--- src/grid_neighbor_expansion_unit_assert.svh ---
// Assertion macros for the grid neighbor expansion unit.
`ifndef GRID_NEIGHBOR_EXPANSION_UNIT_ASSERT_SVH
`define GRID_NEIGHBOR_EXPANSION_UNIT_ASSERT_SVH

// Same-cycle implication.
`define GNE_ASSERT_NOW(label, ck, rn, ante, cons) \
    label: assert property (@(posedge ck) disable iff (!rn) (ante) |-> (cons)) \
        else $error("grid neighbor expansion: same-cycle check failed");

// Next-cycle implication.
`define GNE_ASSERT_NEXT(label, ck, rn, ante, cons) \
    label: assert property (@(posedge ck) disable iff (!rn) (ante) |=> (cons)) \
        else $error("grid neighbor expansion: next-cycle check failed");

`endif

--- src/gne_ram.sv ---
module gne_ram #(
    parameter int WIDTH = 8,
    parameter int DEPTH = 16
) (
    input  logic                     clk,
    input  logic                     we,
    input  logic [$clog2(DEPTH)-1:0] waddr,
    input  logic [WIDTH-1:0]         wdata,
    input  logic [$clog2(DEPTH)-1:0] raddr,
    output logic [WIDTH-1:0]         rdata
);

    logic [WIDTH-1:0] mem [DEPTH];

    always_ff @(posedge clk)
    begin
        if (we)
        begin
            mem[waddr] <= wdata;
        end
        rdata <= mem[raddr];
    end

endmodule

--- config.mk ---
export PLATFORM = sky130hd
export DESIGN_NAME = gne_ram
export DESIGN_NICKNAME = d
export VERILOG_FILES = /design/src/grid_neighbor_expansion_unit_assert.svh /design/src/gne_ram.sv
export SDC_FILE = /design/constraint.sdc
export NUM_CORES = 1
export LEC_CHECK = 0
export ABC_AREA = 1
export BUFFER_PORTS_ARGS = -buffer_cell sky130_fd_sc_hd__buf_2
export CELL_PAD_IN_SITES_DETAIL_PLACEMENT = 1
export CELL_PAD_IN_SITES_GLOBAL_PLACEMENT = 2
export CORE_MARGIN = 2
export CORE_UTILIZATION = 30
export CTS_BUF_LIST = sky130_fd_sc_hd__clkbuf_2
export CTS_CLUSTER_SIZE = 28
export DETAILED_ROUTE_END_ITERATION = 10
export GPL_TIMING_DRIVEN = 0
export PLACE_DENSITY_LB_ADDON = 0.25
export SYNTH_ARGS = -nofsm -noshare
export SYNTH_HDL_FRONTEND = slang
export SYNTH_SLANG_ARGS = --single-unit
--- constraint.sdc ---
create_clock -name clk -period 1.48 [get_ports clk]
set_clock_uncertainty 0.1 [all_clocks]
set_input_delay 0.074 -clock clk [delete_from_list [all_inputs] [get_ports clk]]
set_output_delay 0.074 -clock clk [all_outputs]
set_load 0.005 [all_outputs]
== Yosys cells after proc, flatten, opt, wreduce, memory -nomap -nowiden ==
Memory sizes are Yosys's and may differ from the RTL's. A register that Yosys moved wholly into a read port is not among the register bits.
Index checks and enable logic that the tools add are counted.

* Bits in writable memories: 128
* Flip-flop bits (word level): 0
* Memories: 1
* Logic and storage cells: 3

* Mux-type cells: 2

{| class="wikitable"
|+ Memory list
! memory !! depth !! bits a word !! rd ports !! clocked after Yosys merged registers in !! wr ports !! RTL line !! text
|-
| mem || 16 || 8 || 1 || 1 || 1 || gne_ram.sv:13 || <nowiki>logic [WIDTH-1:0] mem [DEPTH];</nowiki>
|}

{| class="wikitable"
|+ Operators with widths
! operator !! number
|-
| $mux W1 || 2
|}

== Depth between registers and ports, before layout ==
Gate-level depths: netlist of the first run.

* Depth in word-level cells: 2
* Gate-level depth with buffers: 8
* Depth with buffers taken out: 7

== Least setup slack after synthesis of the first run ==
No wires, ideal clock.

* Kind: in2reg
* Start: in waddr[2]
* End: mem mem[10][0], enable pin
* Required time: 1010 ps
* Cell stages on the path: 2
* Arrival: 655 ps
* Setup slack: 355 ps
* Buffers on the path: 0
* Path through: nand3b_1 > nor2_1

{| class="wikitable"
|+ RTL lines
! item !! RTL line !! text
|-
| start: declaration || gne_ram.sv:7 || <nowiki>input logic [$clog2(DEPTH)-1:0] waddr,</nowiki>
|-
| end: declaration || gne_ram.sv:13 ||
|}

Straight into the memory's write port.

== Worst setup path in the final report of the first run ==
* Start: in waddr[1]
* End: mem mem[13][6], enable pin

Straight into the memory's write port.

==> results of run 1 <==
## worst max-delay path by stage
| stage | slack [ps] | startpoint | to |
|---|---|---|---|
| floorplan | 360 | waddr[2] | mem[10][0] |
| detailed placement | -360 | waddr[3] | mem[7][6] |
| CTS | 20 | waddr[1] | mem[4][3] |
| global placement | -380 | waddr[3] | mem[7][6] |
| global route | -7 | waddr[1] | mem[12][5] |
| finish | 20 | waddr[1] | mem[13][6] |
## synth_stat cells (all sizes together)
cell type	n	area share, %
inv	102	6.6
dfxtp	8	2.8
nor2	17	1.1
buf	24	2.9
edfxtp	128	67
nand3b	2	0.26
nand2	173	11
nand3	97	8.4
## cell usage in the layout, fill, tap and decap left out
master         instances
clkbuf_2              18
clkinv_1               6
inv_2                  2
buf_1                  1
nand3_1               97
dlygate4sd3_1         16
nor2_2                 3
inv_1                100
clkinv_2               4
nand3b_1               2
buf_6                  6
nor2_1                14
buf_4                  4
diode_2                1
edfxtp_1             128
buf_2                 35
dfxtp_1                8
bufinv_16              4
nand2_1              173
## layer usage
layer  global-route usage, %  up-vias  share of wire (%)  routed length [microns]
met5                       0        -                  0                        0
met2                   28.42       88                 47                     7997
met1                   24.34     1909                 46                     7748
met3                   3.387       22                5.4                      916
met4                   6.045        0                1.8                      300
li1                        -     1890                  -                        -
## power by group through the flow
stage | logic (mW) | clock network [mW] | registers, mW
floorplan | 0.304 | 0 | 4.41
global placement | 0.585 | 0 | 4.40
detailed placement | 0.597 | 0 | 4.41
CTS | 0.631 | 2.49 | 4.32
global route | 0.690 | 2.65 | 4.33
finish | 0.620 | 2.44 | 4.32
## layout make-up
cell class	count	area, sq um
diodes	1	2.502
clock inverters	14	162.7
plain buffers	24	166.4
clock buffers	18	90.09
repair buffers	38	270.3
multi-input cells	289	1221
fillers	2109	12180
flip-flops and latches	136	4004
well taps	234	292.8
inverters	102	382.9
## critical path, delay by kind of cell
family	cells	cell delay [ps]
AND/OR/NAND/NOR	2	900
buffers and inverters	3	720
## cell families (layout without fill, tap and decap cells)
logic type | after synthesis | in the layout
flip-flops | 136 | 136
buffers and inverters | 126 | 196
AND/OR/NAND/NOR | 289 | 289
other | 0 | 1
## flip-flops by register name (all words and copies together) (netlist names)
name   flops
mem      128
rdata      8
## repair_timing
| action | 4_1_cts | 5_1_grt |
|---|---|---|
| hold endpoints to repair | 264 | 98 |
| setup endpoints to repair | 0 | 12 |
| resized for setup | 0 | 3 |
==> impl_metrics.tcl, run 1 <==
set metrics [dict create \
    status "complete, but fails checks" \
    violations "hold timing" \
    final_cells 856 \
    grt_overflow 0 \
    final_area_sq_um 6593 \
    core_sq_um 18770 \
    timing.rr.end "rdata[1]" \
    leakage_nw 2.827 \
    seq_power_share_pct 58.6 \
    ys_seq_area_share_pct 69.43 \
    hpwl_microns 11180 \
    crit_fanout 8 \
    whs_endpoint "mem[9][3]" \
    dieArea_sq_um 20350 \
    slew_violations 0 \
    syn_avg_cell_area_sq_um 10.47 \
    finalSetupTns_ps 0 \
    end_kind "register" \
    drive_gt1_share_pct 12.24 \
    setup_viol 0 \
    peakVddDrop_uv 388.1 \
    min_from "waddr[0]" \
    critical_path.max_stage_delay_ps 790 \
    synthSimpleGateAreaFrac_pct 21.05 \
    fin_crit_ps 1458 \
    hold_violations 94 \
    grt_pass1_wl_microns 25410 \
    routed_wl_microns 16960 \
    synth_top_family_by_area "simple AND/OR/NAND/NOR gates" \
    finalCritPeriodShare_pct 98.50 \
    cp_slowest_cell "nor2_1" \
    drt_pass1_iterations 4 \
    io_pins 26 \
    critPathKind "primary input to register" \
    areaGrowthSynthToFinish_pct 14.32 \
    vias 3909 \
    synth_compound_area_share_pct 0 \
    slew_headroom_pct 26.13 \
    cts_tree "built" \
    cts.sink_count 136 \
    pwr_density_cell_nw_per_um2 1119 \
    netlist_instances 551 \
    clk_latency_ps 740 \
    place.gp.congestion 0.7686 \
    p_sw_mw 1.813 \
    antenna_found_initial 1 \
    startpoint_type "primary input" \
    dp.cells 807 \
    grt_pass1_vias 4044 \
    power_frac_clock_pct 33.0 \
    rows 50 \
    r2r_start "mem[1][1]" \
    synth_xor_xnor_area_share_pct 0 \
    place_ws_ps -363.2 \
    arrival_ps 1720 \
    fin_nets 626 \
    fmax_ghz 0.6860 \
    r2r_cells 6 \
    final_util_pct 35.13 \
    finalPower_mw 7.378 \
    grt_usage_pct 17.77 \
    post_cts_buffers 0 \
    drt-initial-drc-count 281 \
    synth.distinct_cells 12 \
    netlist_area_sq_um 5767 \
    min_path_type "primary input to register" \
    hold_depth 3 \
    avgViaCountPerCell 4.567 \
    comb_power_share_pct 8.4 \
    swShare_pct 24.57 \
    fin_ws_ps 22.25 \
    placed_area_sq_um 6170 \
    cp.required_ps 1740 \
    portBuffers 22 \
    path_cells "dlygate4sd3_1 -> buf_2 -> inv_1 -> nand2_1 -> nor2_1" \
    die_x_microns 142.6 \
    cts_inserted_buffers 17 \
    grt_max_degree 17 \
    drv_cap 0 \
    ys_ff_latch 136 \
    cts_root_buffer "clkbuf_2" \
    synth_fa_ha_area_share_pct 0 \
    path_clk_slew_ps 200 \
    ys_warn_count 0 \
    syn_nets 569 \
    route.detailed.drc 0 \
    avgRoutedWirePerCell_microns 19.82 \
    die_h_microns 142.6 \
    synthMuxAreaShare_pct 0 \
    cts_htree_levels 4 \
    r2r_slack_ps 270 \
    rsz0062_at_grt "true" \
    ant_nets 0 \
    cts_buffer_depth 2 \
    initial_core_util_pct 30.73 \
    fin_hold_ws_ps -165.1 \
    tightest_slew_ps 1104 \
    cts_hold_buf 16 \
    intPower_mw 5.565 \
]
Note: power is estimated with default switching activity, not from simulation.
==> run 2, diff against run 1 <==
- REMOVE_ABC_BUFFERS: not set -> 1
==> run 2 against run 1 <==
Net effect: the run ends with hold timing, setup timing left; total power is 8.5% lower; utilization is 0.85 points lower; final cell count down 1.9%; sequential share of layout area is 1.5 points higher; combinational power shrank 11%.
==> impl_metrics.tcl, run 2 (synthesis gave the netlist of run 1 again) <==
set metrics [dict create \
    fin_hold_ws_ps -6.699 \
    fmax_ghz 0.6599 \
    hpwl_microns 8832 \
    vias 3786 \
    final_util_pct 34.27 \
    seq_power_share_pct 64.0 \
    slew_headroom_pct 25.57 \
    cp_slowest_cell "nor2_1" \
    ant_nets 0 \
    status "complete, but fails checks" \
    pwr_density_cell_nw_per_um2 1050 \
    end_kind "register" \
    fin_crit_ps 1515 \
    leakage_nw 2.715 \
    avgViaCountPerCell 4.507 \
    cts_buffer_depth 2 \
    clk_latency_ps 710 \
    comb_power_share_pct 8.2 \
    registers.top_by_ff_count "mem" \
    crit_fanout 8 \
    cts_root_buffer "clkbuf_2" \
    drv_cap 0 \
    grt_pass1_wl_microns 22830 \
    cts_tree "built" \
    layout_commonest_cell "nand2_1" \
    arrival_ps 1760 \
    dieArea_sq_um 20350 \
    antenna_found_initial 1 \
    drive_gt1_share_pct 10.08 \
    p_sw_mw 1.709 \
    startpoint_type "primary input" \
    swShare_pct 25.31 \
    fin_nets 610 \
    slew_violations 0 \
    initial_core_util_pct 30.73 \
    grt_pass1_vias 3990 \
    route.met2.wl_microns 7700 \
    critical_path.max_stage_delay_ps 750 \
    post_cts_buffers 0 \
    routed_wl_microns 15130 \
    die_x_microns 142.6 \
    core_sq_um 18770 \
    final_area_sq_um 6432 \
    rsz0062_at_grt "true" \
    fin_ws_ps -35.47 \
    route.detailed.drc 0 \
    cts_inserted_buffers 17 \
    die_h_microns 142.6 \
    rows 50 \
    cts.sink_count 136 \
    placed_area_sq_um 6018 \
    wl_met1_microns 6845 \
    drt_pass1_iterations 4 \
    critPathKind "primary input to register" \
    drt-initial-drc-count 240 \
    grt_overflow 0 \
    cts_htree_levels 4 \
    avgRoutedWirePerCell_microns 18.01 \
    tightest_slew_ps 1112 \
    grt_max_degree 66 \
    intPower_mw 5.044 \
    reg.largest.list "mem (128), rdata (8)" \
    areaGrowthSynthToFinish_pct 11.54 \
    min_path_type "primary input to register" \
    highest_layer "met4" \
    peakVddDrop_uv 361.8 \
    finalCritPeriodShare_pct 102.4 \
    place.gp.congestion 0.7590 \
    io_pins 26 \
    path_clk_slew_ps 200 \
    largest_register_ffs 128 \
    power_frac_clock_pct 27.8 \
    path_cells "buf_2 -> nand3_1 -> dlygate4sd3_1 -> nor2_1" \
    final_cell_mix "173 x nand2_1, 128 x edfxtp_1, 100 x inv_1, 97 x nand3_1, 24 x buf_2" \
    hold_violations 2 \
    cp.required_ps 1720 \
    portBuffers 25 \
    grt_usage_pct 15.69 \
    violations "hold timing, setup timing" \
    route.met3.wl_microns 376 \
    setup_viol 8 \
]
## run 2: cell count changes in the layout (fill, tap and decap cells not counted), moves of 2 or more
cell | before | now
buf_2 | 35 | 24
buf_4 | 4 | 1
buf_6 | 6 | 0
bufinv_16 | 4 | 1
clkinv_1 | 6 | 4
clkinv_2 | 4 | 7
dlygate4sd3_1 | 16 | 21
nor2_1 | 14 | 12
nor2_2 | 3 | 5
## run 2: worst paths after layout
| path | start | to | slack (ps) | cells past startpoint |
|---|---|---|---|---|
| max | we | mem[13][7] | -40 | 4 |
| min | we | mem[11][1] | -7 | 3 |
| max reg2reg | mem[9][2] | rdata[2] | 290 | 6 |
| min reg2reg | mem[12][1] | rdata[1] | 570 | 6 |
## run 2: area by class of cell
type	instances	area, sq um
antenna	1	2.502
clock buffer	19	95.09
clock inverter	13	87.58
fill	2168	12340
inverter	102	385.4
multi-input combinational	289	1226
sequential	136	4005
tap	234	292.8
timing repair buffer	46	337.8
## run 2: critical path, delay by kind of cell
kind | cells | cell delay, ps
buffers and inverters | 2 | 770
AND/OR/NAND/NOR | 2 | 910
## run 2: per-stage QoR
stage	power, mW	instances	TNS, ps	hold slack (ps)	setup slack, ps
floorplan	4.641	527	0	72.87	325.5
CTS	6.853	838	0	-9.139	3.035
global route	7.057	840	-246.3	-36.31	-24.25
finish	6.753	840	-241.5	-6.699	-35.47
detailed placement	4.931	786	-38100	354.1	-1658
global placement	4.913	786	-30830	356.6	-1584
## run 2: power by group through the flow
stage	combinational (mW)	sequential, mW	clock (mW)
finish	0.554	4.32	1.88
global route	0.621	4.33	2.10
CTS	0.567	4.33	1.96
detailed placement	0.519	4.41	0
global placement	0.505	4.41	0
floorplan	0.232	4.41	0
## run 2: timing repair
| action | CTS | global route |
|---|---|---|
| hold endpoints to repair | 247 | 31 |
| hold buffers | 20 | 1 |
| resized for setup | 2 | 6 |
| setup endpoints to repair | 8 | 40 |
## run 2: routing by layer
layer / up-vias / global-route usage (%)
met4: 0 / 5.628
met5: - / 0
met1: 1874 / 19.81
met3: 14 / 2.616
met2: 40 / 27.18
li1: 1858 / -
